<file path="src/rtl/hc_pkg.sv">
// humidity compensation package: beat types, coefficient set, register indexes
// and the fixed constants of the compensation chain
// no dependencies
package hc_pkg;

	localparam int NUM_STAGES = 11;

	localparam int CFG_INDEX_W = 8;
	localparam int CFG_DATA_W  = 16;

	localparam logic [CFG_INDEX_W-1:0] REG_H1 = 8'd0;
	localparam logic [CFG_INDEX_W-1:0] REG_H2 = 8'd1;
	localparam logic [CFG_INDEX_W-1:0] REG_H3 = 8'd2;
	localparam logic [CFG_INDEX_W-1:0] REG_H4 = 8'd3;
	localparam logic [CFG_INDEX_W-1:0] REG_H5 = 8'd4;
	localparam logic [CFG_INDEX_W-1:0] REG_H6 = 8'd5;

	localparam logic signed [20:0] TEMP_BASE  = 21'sd76800;
	localparam logic [31:0]        ROUND_A    = 32'd16384;
	localparam logic signed [19:0] H3_BIAS    = 20'sd32768;
	localparam logic [31:0]        GAIN_BIAS  = 32'd2097152;
	localparam logic [31:0]        ROUND_B    = 32'd8192;
	localparam logic [31:0]        RESULT_MAX = 32'd419430400;

	typedef struct packed {
		logic [15:0]        raw_humidity;
		logic signed [19:0] fine_temperature;
	} hc_in_t;

	typedef struct packed {
		logic [16:0] humidity_q10;
		logic [6:0]  humidity_percent;
	} hc_out_t;

	typedef struct packed {
		logic [7:0]         h1;
		logic signed [15:0] h2;
		logic [7:0]         h3;
		logic signed [15:0] h4;
		logic signed [15:0] h5;
		logic signed [7:0]  h6;
	} hc_coef_t;

endpackage

</file>
<file path="src/rtl/hc_pipe_ctrl.sv">
// valid bits and per-stage load enables of the compensation pipeline
// depends on hc_pkg
module hc_pipe_ctrl import hc_pkg::*; (
	input  logic                  clk,
	input  logic                  arst_n,
	input  logic                  sample_valid,
	output logic                  sample_ready,
	output logic                  result_valid,
	input  logic                  result_ready,
	output logic [NUM_STAGES-1:0] stage_en
);

	logic [NUM_STAGES-1:0] vld_q;

	// a stage loads when it is empty or its contents move on
	always_comb begin
		stage_en[NUM_STAGES-1] = !vld_q[NUM_STAGES-1] || result_ready;
		for (int i = NUM_STAGES - 2; i >= 0; i--) begin
			stage_en[i] = !vld_q[i] || stage_en[i+1];
		end
	end

	assign sample_ready = stage_en[0];
	assign result_valid = vld_q[NUM_STAGES-1];

	always_ff @(posedge clk or negedge arst_n) begin
		if (!arst_n) begin
			vld_q <= '0;
		end else begin
			if (stage_en[0]) begin
				vld_q[0] <= sample_valid;
			end
			for (int i = 1; i < NUM_STAGES; i++) begin
				if (stage_en[i]) begin
					vld_q[i] <= vld_q[i-1];
				end
			end
		end
	end

endmodule

</file>
<file path="config.mk">
export PLATFORM = sky130hd
export DESIGN_NAME = hc_pipe_ctrl
export DESIGN_NICKNAME = d
export VERILOG_FILES = /design/src/rtl/hc_pkg.sv /design/src/rtl/hc_pipe_ctrl.sv
export SDC_FILE = /design/constraint.sdc
export NUM_CORES = 1
export LEC_CHECK = 0
export BUFFER_PORTS_ARGS = -buffer_cell sky130_fd_sc_hd__buf_2
export CAP_MARGIN = 20
export CORE_AREA = 2 2 39 41
export CTS_CLUSTER_DIAMETER = 200
export DETAILED_ROUTE_END_ITERATION = 12
export DIE_AREA = 0 0 41 43
export GPL_TIMING_DRIVEN = 1
export SLEW_MARGIN = 20
export SYNTH_ARGS = -nofsm -noshare
export SYNTH_HDL_FRONTEND = slang
export SYNTH_SLANG_ARGS = --single-unit
</file>
<file path="constraint.sdc">
create_clock -name clk -period 1.3 [get_ports clk]
set_clock_uncertainty 0.1 [all_clocks]
set_input_delay 0.195 -clock clk [delete_from_list [all_inputs] [get_ports clk]]
set_output_delay 0.195 -clock clk [all_outputs]
set_load 0.005 [all_outputs]
</file>
==> results of run 1 <==
timing repair:
action,CTS,global route
gates resized for setup,1,2
hold buffers,1,0
setup endpoints to repair,10,19
buffers inserted,3,1
endpoints found under the hold margin,11,0
pin swaps,2,2
metal layers:
layer	part of all wire (%)	global-route usage, %	up-vias
met2	49	18.8	9
met3	4.6	3.14	2
met1	45	18.0	201
met5	0	0	-
li1	-	-	209
met4	0.42	8.00	0
synth_stat cells:
library cell	count
and2_1	1
a21o_1	1
and4_1	2
nand3_1	4
a41o_1	1
a41o_2	1
inv_1	1
nand4_1	2
nand2b_1	3
nand2_1	2
or2_1	1
buf_4	1
a31o_1	3
and4b_1	1
dfrtp_1	11
buf_6	3
a21o_2	1
nand3b_1	1
a31o_2	1
path summary, 6_finish.rpt:
path | slack [ns] | endpoint | start | depth (start not counted)
max in group asynchronous | 0.67 | vld_q[9] | arst_n | 2
max reg2reg | -0.18 | vld_q[5] | vld_q[9] | 5
max | -0.21 | stage_en[5] | vld_q[9] | 4
min | 0.01 | vld_q[0] | sample_valid | 2
min reg2reg | 0.37 | vld_q[5] | vld_q[4] | 1
min in group asynchronous | 0.22 | vld_q[7] | arst_n | 2
cell type report:
type	instances	area [µm²]
fillers	132	669
flip-flops and latches	11	275
repair buffers	28	196
multi-input cells	25	191
clock buffers	3	22.5
well taps	16	20.0
clock inverters	1	5.00
inverters	1	3.75
report_power, final:
part	leakage [nW]	total (W)	internal (W)	switching, W
registers	0.119	0.000421	0.000394	0.0000275
logic	0.179	0.000380	0.000213	0.000167
clock network	0.0177	0.000229	0.000114	0.000116
total	0.316	0.00103	0.000721	0.000310
metrics by stage:
| stage | worst slack (ns) | instance area (µm²) |
|---|---|---|
| 4_1_cts | -0.226 | 699 |
| 2_1_floorplan | 0.00440 | 515 |
| 3_5_place_dp | 0.0466 | 636 |
| 6_report | -0.211 | 714 |
| 3_3_place_gp | 0.0459 | 636 |
| 5_1_grt | -0.310 | 714 |
critical path, cell delays in order, from the launching register on:
cell,delay (ns)
dfrtp_1,0.35
and4b_1,0.25
buf_12,0.14
nand4_1,0.08
buf_2,0.13
logic make-up (layout without fill, tap and decap cells):
| kind of cell | count (synthesis) | count (layout) | share of synthesized area [%] |
|---|---|---|---|
| buf+inv | 5 | 33 | 9.02 |
| flops | 11 | 11 | 55.1 |
| simple gates | 17 | 17 | 21.3 |
| compound gates | 8 | 8 | 14.5 |
==> results.cfg, run 1 <==
[floorplan]
die_height_um = 43
design.portCount = 17
rows = 14
initial_core_util_pct = 36.1
fp.coreArea_um2 = 1380
fp.dieArea_um2 = 1760
die_w_um = 41

[logic_synthesis]
synth.cell_area_um2 = 499
top_area_cells_in_the_synthesized_netlist = dfrtp_1 55%, buf_6 6.8%, a31o_1 5.3%
synthesis.yosys.warnings = 0
synth_cells = 41
ys_seq_elements = 11
yosysTopAreaCell = dfrtp_1
synthDominantCellAreaShare_pct = 55.1
synth_seq_area_share_pct = 55.1
synth.avg_cell_area_um2 = 12.2
synth_nets = 45
post_synth_num_cell_types = 19

[detailed_routing]
vias_per_cell = 4.95
postRouteAntennaNets = 0
routed_length_per_instance_um = 11.3
vias = 421
wl_um = 958
detail_route.first_pass.iterations = 4
number_of_remaining_drc_errors = 0
detailedRoute.firstIterationViolations = 3

[min_path]
hold_path_class = in -> reg

[timing]
hold_viol = 0
final-max-slew-violation-count = 0
grt_setup_unrepaired = true
fmax_mhz = 662
shortest_period_the_worst_path_allows_ns = 1.51
worst-slew-pin-transition_ns = 0.257
final_min_period_over_clock_period_pct = 116
finalWorstSetupSlack_ns = -0.211
final-setup-viol-count = 16
holdWs_ns = 0.0135
timing.slew.headroom_pct = 82.8
finalSetupTns_ns = -2.57

[clock_tree]
worst_skew_pair.late_latency_ns = 0.27
ctsLongestPathBuffers = 2
tritoncts_clock_tree = yes
root_buffer = clkbuf_4
tritoncts.num_buffers = 3
cts.reportedPaths.clkPinSlew_ns = 0.07
number_of_sinks_on_the_clock_net = 11
clock_tree.htree_level_count = 1

[worst_setup_path]
cp.required_ns = 1.00
arrival_time_at_the_worst_endpoint_ns = 1.22
timing_worst_setup_path_type = reg -> out
end_kind = output pin
critical_path.startpoint_type = register
critPathMaxFanout = 12

[cells_and_area]
drive_gt1_share_pct = 50.7
finish.cell_count_without_fillers = 85
antenna-diode-count = 0
reg_top3 = vld_q: 11 flops
synthToLayoutAreaGrowth_pct = 43.1
largest_reg_flops = 11
layout_commonest_cell = buf_2
most-common-layout-cells = 16 x buf_2, 11 x dfrtp_1, 7 x buf_4
fin_util_pct = 51.6
regMostFlops = vld_q
nNetsFinal = 74

[global_route]
grt_pass1_wl_mm = 1.55
number_of_global_route_vias_before_repair = 375
number_of_antenna_violations_at_the_first_check_in_global_routing = 0
track_usage_pct = 13.4
grt_start_max_net_pins = 13
grt_overflow_total = 0

[status]
run_status = finished with violations
violations = setup timing

[placed_design]
port_buffers = 16
placed_cells_incl_taps = 76
gpl.final_weighted_congestion = 0.613

[power]
leakage_nw = 0.316
design_power_total_w = 0.00103
p_per_area_nw_per_um2 = 1440
vdd_ir_drop_max_mv = 0.605

[flow_run]
cap_violations = 0
Power figures use the tool's default switching activity.
==> run 2: changes to the inputs <==
MAX_ROUTING_LAYER = met4   (was not set)
==> run 2 against run 1 <==
Effect of this change: the run still ends with setup timing left; combinational power barely moved; clock power barely moved; via count fell by 1.2%; fmax rose by 0.12%.
==> results.cfg, run 2 (synthesis results as in run 1) <==
[status]
run_status = finished with violations
violations = setup timing

[global_route]
grtUsageMet2_pct = 18.8
track_usage_pct = 13.8
grt_most_used_layer = met2
grt_overflow_total = 0
met3_usage_pct = 3.14
grt_start_max_net_pins = 13
number_of_antenna_violations_at_the_first_check_in_global_routing = 0
number_of_global_route_vias_before_repair = 379
global_route.usage.met1_pct = 18.4
grt_pass1_wl_mm = 1.57

[detailed_routing]
wl_um = 939
postRouteAntennaNets = 0
number_of_remaining_drc_errors = 0
vias_per_cell = 4.89
vias = 416
detailedRoute.firstIterationViolations = 2
detail_route.first_pass.iterations = 2
routed_length_per_instance_um = 11.0

[clock_tree]
tritoncts_clock_tree = yes
tritoncts.num_buffers = 3
root_buffer = clkbuf_4
clock_tree.htree_level_count = 1
ctsLongestPathBuffers = 2
worst_skew_pair.late_latency_ns = 0.27
number_of_sinks_on_the_clock_net = 11
cts.reportedPaths.clkPinSlew_ns = 0.07

[placed_design]
gpl.final_weighted_congestion = 0.617
post_dp_cell_area_um2 = 636
port_buffers = 16
placed_cells_incl_taps = 76

[floorplan]
die_w_um = 41
fp.coreArea_um2 = 1380
fp.dieArea_um2 = 1760
rows = 14
design.portCount = 17
die_height_um = 43
initial_core_util_pct = 36.1

[worst_setup_path]
r2r_setup_slack_ns = -0.18
cp.required_ns = 1.00
critPathMaxFanout = 12
timing.rr.end = vld_q[5]
worstRegToRegCells = 5
critical_path.startpoint_type = register
end_kind = output pin
timing_worst_setup_path_type = reg -> out
rr_startpoint = vld_q[9]
arrival_time_at_the_worst_endpoint_ns = 1.21

[timing]
grt_setup_unrepaired = true
final-setup-viol-count = 16
worst-slew-pin-transition_ns = 0.257
shortest_period_the_worst_path_allows_ns = 1.51
timing.slew.headroom_pct = 82.9
hold_viol = 0
finalWorstSetupSlack_ns = -0.209
final_min_period_over_clock_period_pct = 116
final-max-slew-violation-count = 0
finalSetupTns_ns = -2.54
fmax_mhz = 663

[cells_and_area]
synthToLayoutAreaGrowth_pct = 43.1
finish.cell_count_without_fillers = 85
filler_cell_count = 132
layout_commonest_cell = buf_2
regMostFlops = vld_q
reg_top3 = vld_q: 11 flops
finish.instance_area_um2 = 714
drive_gt1_share_pct = 50.7
antenna-diode-count = 0
largest_reg_flops = 11
nNetsFinal = 74
most-common-layout-cells = 16 x buf_2, 11 x dfrtp_1, 7 x buf_4

[power]
design_power_total_w = 0.00103
leakage_nw = 0.316
p_per_area_nw_per_um2 = 1440
vdd_ir_drop_max_mv = 0.602

[min_path]
whs_endpoint = vld_q[0]
whs_path_depth = 2
holdCritStartpoint = sample_valid
hold_path_class = in -> reg

[flow_run]
cap_violations = 0
[run 2: critical path: stages, from the launching register on]
cell and delay [ns]:
dfrtp_1 0.35, and4b_1 0.25, buf_12 0.14, nand4_1 0.08
buf_2 0.13
[run 2: cell type report]
type	instances	area (µm²)	area share [%]
clock buffers	3	22.5	3.15
clock inverters	1	5.00	0.701
inverters	1	3.75	0.525
multi-input cells	25	191	26.8
flip-flops and latches	11	275	38.5
well taps	16	20.0	2.80
repair buffers	28	196	27.5
[run 2: what timing repair did]
action                                  4_1_cts  5_1_grt
hold buffers                                  1        0
endpoints found under the setup margin       10       19
buffers inserted                              3        1
endpoints found under the hold margin        11        0
resized for setup                             1        2
cloned                                        0        0
pin swaps                                     2        2
[run 2: per-stage QoR]
stage | setup WS [ns] | utilization, % | hold WS [ns]
2_1_floorplan | 0.00440 | - | -0.201
3_3_place_gp | 0.0459 | 45.9 | -0.0254
3_5_place_dp | 0.0466 | 45.9 | -0.0201
4_1_cts | -0.226 | 50.5 | 0.000658
5_1_grt | -0.310 | 51.6 | 0.00454
6_report | -0.209 | 51.6 | 0.0141
[run 2: worst max path at each step]
stage          slack [ns]           to          from  cells after the start
3_3_place_gp         0.05  stage_en[5]  result_ready                      5
6_report            -0.21  stage_en[5]      vld_q[9]                      4
5_1_grt             -0.31  stage_en[1]      vld_q[8]                      4
3_5_place_dp         0.05  stage_en[5]  result_ready                      5
4_1_cts             -0.23  stage_en[5]      vld_q[8]                      4
2_1_floorplan       0.004  stage_en[0]     vld_q[10]                      5
[run 2: routing by layer]
metal / share of wire [%] / wire length [µm]
met5: 0 / 0
met4: 0.43 / 4
met3: 4.7 / 44
met2: 50 / 466
met1: 45 / 423
[run 2: report_power, final]
part           internal (W)  switching (W)  total [W]
combinational      0.000213       0.000165   0.000378
clock              0.000114       0.000115   0.000229
sequential         0.000394      0.0000270   0.000421
