$ cat config.mk
export PLATFORM = sky130hd
export DESIGN_NAME = hc_cfg_regs
export DESIGN_NICKNAME = d
export VERILOG_FILES = /design/src/rtl/hc_pkg.sv /design/src/rtl/hc_cfg_regs.sv
export SDC_FILE = /design/constraint.sdc
export NUM_CORES = 1
export LEC_CHECK = 0
export CAP_MARGIN = 20
export CELL_PAD_IN_SITES_DETAIL_PLACEMENT = 0
export CELL_PAD_IN_SITES_GLOBAL_PLACEMENT = 2
export CORE_UTILIZATION = 45
export CTS_CLUSTER_SIZE = 20
export DETAILED_ROUTE_END_ITERATION = 12
export DONT_BUFFER_PORTS = 1
export GPL_ROUTABILITY_DRIVEN = 0
export PLACE_DENSITY_LB_ADDON = 0.1
export SETUP_SLACK_MARGIN = 0.5
export SLEW_MARGIN = 10
export SYNTH_ARGS = -nofsm -noshare
export SYNTH_HDL_FRONTEND = slang
export SYNTH_SLANG_ARGS = --single-unit
$ cat constraint.sdc
create_clock -name clk -period 1.3 [get_ports clk]
set_clock_uncertainty 0.2 [all_clocks]
set_input_delay 0.195 -clock clk [delete_from_list [all_inputs] [get_ports clk]]
set_output_delay 0.195 -clock clk [all_outputs]
set_load 0.02 [all_outputs]
$ cat src/rtl/hc_pkg.sv
// humidity compensation package: beat types, coefficient set, register indexes
// and the fixed constants of the compensation chain
// no dependencies
package hc_pkg;

	localparam int NUM_STAGES = 11;

	localparam int CFG_INDEX_W = 8;
	localparam int CFG_DATA_W  = 16;

	localparam logic [CFG_INDEX_W-1:0] REG_H1 = 8'd0;
	localparam logic [CFG_INDEX_W-1:0] REG_H2 = 8'd1;
	localparam logic [CFG_INDEX_W-1:0] REG_H3 = 8'd2;
	localparam logic [CFG_INDEX_W-1:0] REG_H4 = 8'd3;
	localparam logic [CFG_INDEX_W-1:0] REG_H5 = 8'd4;
	localparam logic [CFG_INDEX_W-1:0] REG_H6 = 8'd5;

	localparam logic signed [20:0] TEMP_BASE  = 21'sd76800;
	localparam logic [31:0]        ROUND_A    = 32'd16384;
	localparam logic signed [19:0] H3_BIAS    = 20'sd32768;
	localparam logic [31:0]        GAIN_BIAS  = 32'd2097152;
	localparam logic [31:0]        ROUND_B    = 32'd8192;
	localparam logic [31:0]        RESULT_MAX = 32'd419430400;

	typedef struct packed {
		logic [15:0]        raw_humidity;
		logic signed [19:0] fine_temperature;
	} hc_in_t;

	typedef struct packed {
		logic [16:0] humidity_q10;
		logic [6:0]  humidity_percent;
	} hc_out_t;

	typedef struct packed {
		logic [7:0]         h1;
		logic signed [15:0] h2;
		logic [7:0]         h3;
		logic signed [15:0] h4;
		logic signed [15:0] h5;
		logic signed [7:0]  h6;
	} hc_coef_t;

endpackage

$ cat src/rtl/hc_cfg_regs.sv
// calibration coefficient registers with their reset values
// depends on hc_pkg
module hc_cfg_regs import hc_pkg::*; (
	input  logic                   clk,
	input  logic                   arst_n,
	input  logic                   cfg_valid,
	output logic                   cfg_ready,
	input  logic [CFG_INDEX_W-1:0] cfg_index,
	input  logic [CFG_DATA_W-1:0]  cfg_data,
	output hc_coef_t               coef
);

	hc_coef_t coef_q;

	assign cfg_ready = 1'b1;
	assign coef      = coef_q;

	always_ff @(posedge clk or negedge arst_n) begin
		if (!arst_n) begin
			coef_q.h1 <= 8'd0;
			coef_q.h2 <= 16'sd379;
			coef_q.h3 <= 8'd0;
			coef_q.h4 <= 16'sd281;
			coef_q.h5 <= 16'sd50;
			coef_q.h6 <= 8'sd30;
		end else if (cfg_valid) begin
			unique case (cfg_index)
				REG_H1: coef_q.h1 <= cfg_data[7:0];
				REG_H2: coef_q.h2 <= cfg_data;
				REG_H3: coef_q.h3 <= cfg_data[7:0];
				REG_H4: coef_q.h4 <= cfg_data;
				REG_H5: coef_q.h5 <= cfg_data;
				REG_H6: coef_q.h6 <= cfg_data[7:0];
				default: ;
			endcase
		end
	end

endmodule

==> out/metrics.csv, run 1 <==
stage;metric;value;unit
clock_network;insertion delay to the later sink of the worst-skew pair;0.33;ns
synth;count of distinct cell types in the synthesized netlist;15;
power_and_ir_drop;pwr/cell area;1260;nW/um^2
power_and_ir_drop;worst ir drop on vdd;0.709;mV
synth;largest area contributor in the netlist;sky130_fd_sc_hd__dfrtp_1;
critical_path;biggest cell delay along the critical path;0.28;ns
power_and_ir_drop;Sw Pwr;1.02;mW
synth;number of enable-type register cells in the synthesized netlist;0;
floorplanning;initial core utilization;46.6;%
synth;count of mapped cells out of synthesis;160;
synth;most instantiated flip-flop cell in the synthesis netlist;sky130_fd_sc_hd__dfrtp_1;
place;placed inst area;2970;sq um
timing;RSZ-0062 raised after global routing;true;
synth;sequential element share of the synthesized area;66.1;%
clock_network;Clock H-tree levels;3;
finish;flip-flop count of the largest register, all copies and words added;72;
run_status;failing checks;negative hold slack, negative setup slack;
finish;Layout area overhead;29.0;%
synth;Synthesized Nets;187;
critical_path;crit path buf inv count;4;
power_and_ir_drop;Logic pwr share;4.7;%
floorplanning;die boundary width;80.3;microns
clock_network;buffers from clock root to sink, at most;2;
worst_hold_path;class of the tightest hold or removal check;in2async;
timing;Final Cycle Share;104;%
critical_path;library cell contributing the largest single delay on the critical path;sky130_fd_sc_hd__nor4_4;
power_and_ir_drop;design internal power;3.47;mW
drt;violation count after the first detailed-routing iteration;44;
floorplanning;cell row count;28;
timing;worst hold slack across all endpoints;-0.653;ns
power_and_ir_drop;Reg power frac;57.5;%
synth;share of async-settable or async-resettable flops after synthesis;100;%
critical_path;Cell Chain, Critical Path;nor4_4 > buf_6 > buf_12 > buf_6 > nand4b_4 > buf_6 > mux2_2;
finish;Total Nets Final;219;
drt;Detail Route Antenna Nets;0;
synth;most common cell in the netlist;sky130_fd_sc_hd__mux2_2;
floorplanning;I/O pin count;100;
finish;Layout Utilization;60.2;%
synth;adder-cell area share of the yosys netlist;0;%
timing;Achievable Freq;737;MHz
synth;number of synthesized register bits;72;
drt;overall via count from detail_route;1516;
clock_network;clock transition at the register clock pins on the worst setup and hold paths after CTS;0.07;ns
critical_path;start point of the critical path;cfg_index[5];
power_and_ir_drop;Clk pwr share;37.8;%
power_and_ir_drop;Power Total;4.49;mW
critical_path;required time of the worst setup path;1.32;ns
grt;global-route wire length before repair;9.40;mm
clock_network;buffer type at the clock tree root;sky130_fd_sc_hd__clkbuf_8;
critical_path;CP arrival;1.37;ns
synth;average size of a mapped cell;17.3;sq um
critical_path;critical-path maximum fanout;8;
place;number of placed cells counting well taps;247;
grt;number of antenna violations at the first check in global routing;0;
grt;overflow left after global routing;0;
place;number of buffer cells added on primary ports;0;
critical_path;reg-to-reg startpoint;coef[68];
synth;total of warnings raised by yosys;0;
synth;XOR/XNOR share of the synthesized area;0;%
synth;largest family of logic cells by synthesized area;multiplexers;
power_and_ir_drop;switching share of power;22.7;%
drt;DRC violation count after routing;0;
timing;final hold violation count;144;
floorplanning;area of the placeable core;5920;sq um
timing;Worst Slack Setup Final;-0.0574;ns
finish;count of placed standard cells in the final layout, fillers left out;272;
drt;via density per instance;5.57;
timing;count of final setup violators;58;
timing;setup tns final;-1.58;ns
place;half-perimeter wire length of the detailed placement result;3.84;mm
clock_network;TritonCTS clock tree;yes;
critical_path;kind of cell adding the most delay to the critical path;buffers and inverters;
clock_network;Num CTS Buffers;9;
synth;multiplexer area fraction after synthesis;29.4;%
floorplanning;die footprint;6450;sq um
floorplanning;height of the die;80.3;microns
drt;Routed wire per std cell;22.7;microns
clock_network;number of clock sinks;72;
synth;simple logic cell fraction of the synthesized area;3.62;%
job;count of maximum capacitance violations;0;
timing;Period minus WS final;1.36;ns
critical_path;nature of the critical path endpoint;register;
synth;area fraction in compound gates after synthesis;0;%
drt;wire length reported by the detailed router;6.19;mm
critical_path;cell repeated most along the worst path;sky130_fd_sc_hd__buf_6;
critical_path;class of the most critical setup path;in2reg;
timing;Final Max Slew Viols;0;
synth;top cells by area in the synthesized netlist;sky130_fd_sc_hd__dfrtp_1, sky130_fd_sc_hd__mux2_2, sky130_fd_sc_hd__dfstp_2;
finish;summed area of non-filler cells in the final layout;3560;sq um
power_and_ir_drop;leakage power summed over all cells;1.70;nW
place;Post-Place Setup Slack;-0.259;ns
critical_path;crit path launch type;primary input;
grt;vias in the first global route;1752;
grt;largest net degree at the start of global routing;73;
synth;cell types with the highest counts after synthesis;sky130_fd_sc_hd__mux2_2, sky130_fd_sc_hd__dfrtp_1, sky130_fd_sc_hd__dfstp_2;
synth;area share of the largest cell type after synthesis;48.9;%
run_status;result of the run;finished, violations left;
drt;Pre-Repair DR Iteration Count;3;
finish;layout cells sized above 1;91.4;%
synth;Post-Synthesis Cell Area;2760;sq um
finish;total inserted antenna cells;0;
grt;global-route total usage across every layer;20.5;%
==> layout make-up <==
cell class              count  area [sq um]
clock inverters             1          30.0
flip-flops and latches     72          1880
well taps                  75          93.8
repair buffers             25           327
clock buffers              15           156
multi-input cells          84          1070
fillers                   457          2360
==> worst register-to-register path: stages, from the launching register on <==
cell,delay [ns]
sky130_fd_sc_hd__dfrtp_1,0.40
sky130_fd_sc_hd__buf_4,0.14
sky130_fd_sc_hd__mux2_4,0.24
==> kinds of logic (layout without fill, tap and decap cells) <==
logic type    Yosys count  count (layout)
simple gates           11              11
mux                    72              72
flops                  72              72
other cells             1               1
buf+inv                 4              41
==> per-layer routing <==
layer	GRT usage, %	up-vias	routed length, microns
met2	32.4	78	3030
met5	0	-	0
li1	-	637	-
met4	9.64	0	85
met1	24.9	792	2490
met3	7.61	9	589
==> power groups by stage <==
| stage | clock [mW] | sequential [mW] | combinational, mW |
|---|---|---|---|
| 6_report | 1.70 | 2.59 | 0.212 |
| 5_1_grt | 1.83 | 2.60 | 0.226 |
| 4_1_cts | 1.74 | 2.59 | 0.204 |
| 3_5_place_dp | 0 | 2.61 | 0.154 |
| 3_3_place_gp | 0 | 2.60 | 0.144 |
| 2_1_floorplan | 0 | 2.59 | 0.113 |
==> worst paths after layout <==
kind,cells after the start,to,slack [ns]
min,0,coef[0],-0.65
max,7,coef[14],-0.06
max in group asynchronous,0,coef[54],1.35
min in group clk,1,coef[48],-0.19
min reg2reg,1,coef[10],0.33
max reg2reg,2,coef[68],0.21
==> what timing repair did <==
item                       in CTS  in global routing
hold endpoints to repair      144                144
pin swaps                       2                  1
gates cloned                    2                  0
buffers inserted                3                  4
resized for setup             105                  1
setup endpoints to repair     144                144
==> cell usage in the layout (no fill, tap or decap) <==
| cell | Yosys | routed |
|---|---|---|
| sky130_fd_sc_hd__buf_6 | 0 | 15 |
| sky130_fd_sc_hd__mux2_2 | 72 | 43 |
| sky130_fd_sc_hd__clkbuf_8 | 0 | 10 |
| sky130_fd_sc_hd__bufinv_16 | 0 | 1 |
| sky130_fd_sc_hd__nor2_1 | 1 | 1 |
| sky130_fd_sc_hd__nand4_1 | 2 | 2 |
| sky130_fd_sc_hd__clkbuf_16 | 0 | 1 |
| sky130_fd_sc_hd__dfstp_2 | 18 | 18 |
| sky130_fd_sc_hd__dfrtp_2 | 0 | 48 |
| sky130_fd_sc_hd__nand3_4 | 0 | 2 |
| sky130_fd_sc_hd__nor4_4 | 1 | 1 |
| sky130_fd_sc_hd__conb_1 | 1 | 1 |
| sky130_fd_sc_hd__buf_4 | 1 | 4 |
| sky130_fd_sc_hd__nand4b_4 | 0 | 1 |
| sky130_fd_sc_hd__buf_16 | 0 | 1 |
| sky130_fd_sc_hd__dfrtp_1 | 54 | 6 |
| sky130_fd_sc_hd__mux2_4 | 0 | 29 |
| sky130_fd_sc_hd__buf_8 | 0 | 1 |
| sky130_fd_sc_hd__buf_12 | 0 | 3 |
| sky130_fd_sc_hd__nor2b_1 | 2 | 2 |
| sky130_fd_sc_hd__nor3b_4 | 0 | 1 |
| sky130_fd_sc_hd__clkbuf_1 | 0 | 5 |
| sky130_fd_sc_hd__nand4_4 | 0 | 1 |
Power figures use the tool's default switching activity.
==> inputs of run 2 (changes only) <==
--- a/config.mk
+++ b/config.mk
@@ -5,17 +5,18 @@
 export SDC_FILE = /design/constraint.sdc
 export NUM_CORES = 1
 export LEC_CHECK = 0
+export ABC_AREA = 1
 export CAP_MARGIN = 20
 export CELL_PAD_IN_SITES_DETAIL_PLACEMENT = 0
 export CELL_PAD_IN_SITES_GLOBAL_PLACEMENT = 2
-export CORE_UTILIZATION = 45
+export CORE_UTILIZATION = 38
 export CTS_CLUSTER_SIZE = 20
 export DETAILED_ROUTE_END_ITERATION = 12
 export DONT_BUFFER_PORTS = 1
 export GPL_ROUTABILITY_DRIVEN = 0
 export PLACE_DENSITY_LB_ADDON = 0.1
 export SETUP_SLACK_MARGIN = 0.5
-export SLEW_MARGIN = 10
+export SLEW_MARGIN = 20
 export SYNTH_ARGS = -nofsm -noshare
 export SYNTH_HDL_FRONTEND = slang
 export SYNTH_SLANG_ARGS = --single-unit
==> run 2 against run 1 <==
Largest power group unchanged. Critical path depth down 7. Hold slack worse by 0.0082 ns. Cell area up 8.5%. The run still ends with negative hold slack, negative setup slack left. Via count up 46%. Sequential power about the same. Critical path type is now reg2out. Non-clock buffer count down 7. Cell count up 66%. Clock-buffer cell count down 4. Sequential cell count unchanged. Die area up 24%.
==> out/metrics.csv, run 2 <==
stage;metric;value;unit;change
floorplanning;initial core utilization;39.8;%;was 46.6%
floorplanning;I/O pin count;100;;unchanged
synth;count of mapped cells out of synthesis;328;;was 160
critical_path;nature of the critical path endpoint;output port;;was register
timing;final hold violation count;141;;was 144
synth;number of synthesized register bits;72;;unchanged
synth;total of warnings raised by yosys;0;;unchanged
critical_path;crit path launch type;register;;was primary input
drt;Pre-Repair DR Iteration Count;4;;was 3
clock_network;Num CTS Buffers;9;;unchanged
synth;share of async-settable or async-resettable flops after synthesis;100;%;unchanged
drt;violation count after the first detailed-routing iteration;79;;was 44
run_status;result of the run;finished, violations left;;unchanged
timing;Period minus WS final;1.34;ns;was 1.36 ns
drt;wire length reported by the detailed router;8.30;mm;was 6.19 mm
floorplanning;die boundary width;89.6;microns;was 80.3 microns
grt;overflow left after global routing;0;;unchanged
drt;Detail Route Antenna Nets;0;;unchanged
drt;Routed wire per std cell;18.4;microns;was 22.7 microns
synth;top cells by area in the synthesized netlist;sky130_fd_sc_hd__dfrtp_1, sky130_fd_sc_hd__nand2_1, sky130_fd_sc_hd__dfstp_2;;was sky130_fd_sc_hd__dfrtp_1, sky130_fd_sc_hd__mux2_2, sky130_fd_sc_hd__dfstp_2
power_and_ir_drop;worst ir drop on vdd;0.609;mV;was 0.709 mV
clock_network;buffer type at the clock tree root;sky130_fd_sc_hd__clkbuf_8;;unchanged
power_and_ir_drop;Power Total;5.02;mW;was 4.49 mW
synth;largest area contributor in the netlist;sky130_fd_sc_hd__dfrtp_1;;unchanged
finish;Total Nets Final;374;;was 219
floorplanning;area of the placeable core;7330;sq um;was 5920 sq um
finish;area used by multi-input combinational logic;1310;sq um;was 1070 sq um
power_and_ir_drop;leakage power summed over all cells;1.84;nW;was 1.70 nW
timing;Achievable Freq;746;MHz;was 737 MHz
finish;flip-flop count of the largest register, all copies and words added;72;;unchanged
clock_network;number of clock sinks;72;;unchanged
synth;cell types with the highest counts after synthesis;sky130_fd_sc_hd__nand2_1, sky130_fd_sc_hd__dfrtp_1, sky130_fd_sc_hd__nand3_1;;was sky130_fd_sc_hd__mux2_2, sky130_fd_sc_hd__dfrtp_1, sky130_fd_sc_hd__dfstp_2
critical_path;required time of the worst setup path;0.90;ns;was 1.32 ns
finish;sequential cell area;1890;sq um;was 1880 sq um
clock_network;insertion delay to the later sink of the worst-skew pair;0.34;ns;was 0.33 ns
synth;most common cell in the netlist;sky130_fd_sc_hd__nand2_1;;was sky130_fd_sc_hd__mux2_2
finish;count of filler cells inserted in the layout;673;;was 457
timing;worst hold slack across all endpoints;-0.661;ns;was -0.653 ns
finish;summed area of non-filler cells in the final layout;3870;sq um;was 3560 sq um
place;number of buffer cells added on primary ports;0;;unchanged
clock_network;buffers from clock root to sink, at most;2;;unchanged
synth;Post-Synthesis Cell Area;2910;sq um;was 2760 sq um
synth;most instantiated flip-flop cell in the synthesis netlist;sky130_fd_sc_hd__dfrtp_1;;unchanged
clock_network;clock transition at the register clock pins on the worst setup and hold paths after CTS;0.08;ns;was 0.07 ns
drt;via density per instance;4.90;;was 5.57
clock_network;TritonCTS clock tree;yes;;unchanged
timing;setup tns final;-0.611;ns;was -1.58 ns
timing;Worst Slack Setup Final;-0.0399;ns;was -0.0574 ns
power_and_ir_drop;pwr/cell area;1300;nW/um^2;was 1260 nW/um^2
clock_network;Clock H-tree levels;3;;unchanged
grt;global-route wire length before repair;11.7;mm;was 9.40 mm
finish;total inserted antenna cells;0;;unchanged
floorplanning;cell row count;31;;was 28
synth;Synthesized Nets;355;;was 187
timing;Final Cycle Share;103;%;was 104%
synth;average size of a mapped cell;8.88;sq um;was 17.3 sq um
drt;overall via count from detail_route;2210;;was 1,516
finish;most common cell after layout, fill and taps aside;sky130_fd_sc_hd__nand2_1;;was sky130_fd_sc_hd__dfrtp_2
finish;most frequent cells in the layout;sky130_fd_sc_hd__nand2_1, sky130_fd_sc_hd__dfrtp_2, sky130_fd_sc_hd__nand2_2;;was sky130_fd_sc_hd__dfrtp_2, sky130_fd_sc_hd__mux2_2, sky130_fd_sc_hd__mux2_4
grt;number of antenna violations at the first check in global routing;0;;unchanged
critical_path;critical-path maximum fanout;2;;was 8
synth;count of distinct cell types in the synthesized netlist;18;;was 15
floorplanning;die footprint;8020;sq um;was 6450 sq um
place;half-perimeter wire length of the detailed placement result;5.19;mm;was 3.84 mm
synth;sequential element share of the synthesized area;62.6;%;was 66.1%
critical_path;class of the most critical setup path;reg2out;;was in2reg
finish;Layout area overhead;32.7;%;was 29.0%
timing;RSZ-0062 raised after global routing;true;;unchanged
grt;global-route total usage across every layer;20.6;%;was 20.5%
job;count of maximum capacitance violations;0;;unchanged
run_status;failing checks;negative hold slack, negative setup slack;;unchanged
grt;largest net degree at the start of global routing;73;;unchanged
synth;number of enable-type register cells in the synthesized netlist;0;;unchanged
clock_network;Hold Buf Count CTS;1;;
timing;Final Max Slew Viols;0;;unchanged
floorplanning;height of the die;89.6;microns;was 80.3 microns
grt;vias in the first global route;2012;;was 1,752
timing;count of final setup violators;18;;was 58
critical_path;CP arrival;0.94;ns;was 1.37 ns
finish;layout cells sized above 1;50.9;%;was 91.4%
worst_hold_path;class of the tightest hold or removal check;in2async;;unchanged
place;placed inst area;3170;sq um;was 2970 sq um
synth;area share of the largest cell type after synthesis;46.4;%;was 48.9%
drt;DRC violation count after routing;0;;unchanged
-- run 2: kinds of logic after synthesis --
group                  after synthesis  synth area share (%)
AND/OR/NAND/NOR                    221                  31.3
buffers and inverters               18                  3.26
flip-flops                          72                  62.6
other                                1                 0.129
AO/OA/AOI/OAI                       16                  2.75
-- run 2: layout make-up --
class | instances | area share (%)
sequential | 72 | 48.9
multi-input combinational | 239 | 33.8
timing repair buffer | 18 | 6.73
clock buffer | 11 | 3.92
tap | 99 | 3.20
clock inverter | 5 | 2.65
inverter | 7 | 0.809
-- run 2: what timing repair did --
item | CTS | global route
pin swaps | 69 | 59
gates cloned | 0 | 4
hold endpoints to repair | 144 | 141
setup buffers | 0 | 4
setup endpoints to repair | 144 | 144
gates resized for setup | 24 | 62
-- run 2: report_power, final --
group | leakage, nW | switching [mW] | internal (mW) | total, mW
Sequential | 0.844 | 0.219 | 2.38 | 2.60
Clock | 0.126 | 0.843 | 1.38 | 2.22
Combinational | 0.869 | 0.116 | 0.0772 | 0.193
Total | 1.84 | 1.18 | 3.84 | 5.02
-- run 2: per-layer routing --
layer	routed length (microns)	GRT usage, %	up-vias
li1	-	-	1065
met4	79	8.23	0
met2	3920	30.6	75
met5	0	0	-
met1	3640	27.8	1063
met3	654	6.76	7
-- run 2: through the flow --
step	util [%]	cells	hold WS [ns]	setup slack (ns)
floorplan	-	328	-0.301	0.0873
detailed placement	43.2	426	-0.299	-0.105
CTS	47.9	443	-0.677	-0.0580
global placement	43.2	426	-0.299	-0.0705
global route	52.7	451	-0.684	-0.0809
finish	52.7	451	-0.661	-0.0399
-- run 2: final timing paths --
| kind | depth (start not counted) | to | from | slack, ns |
|---|---|---|---|---|
| min | 0 | coef[67] | arst_n | -0.66 |
| max reg2reg | 2 | coef[24] | coef[24] | 0.28 |
| min reg2reg | 2 | coef[3] | coef[3] | 0.31 |
| min in group clk | 2 | coef[52] | cfg_data[4] | -0.26 |
| max | 0 | coef[1] | coef[1] | -0.04 |
| max in group asynchronous | 0 | coef[54] | arst_n | 1.34 |
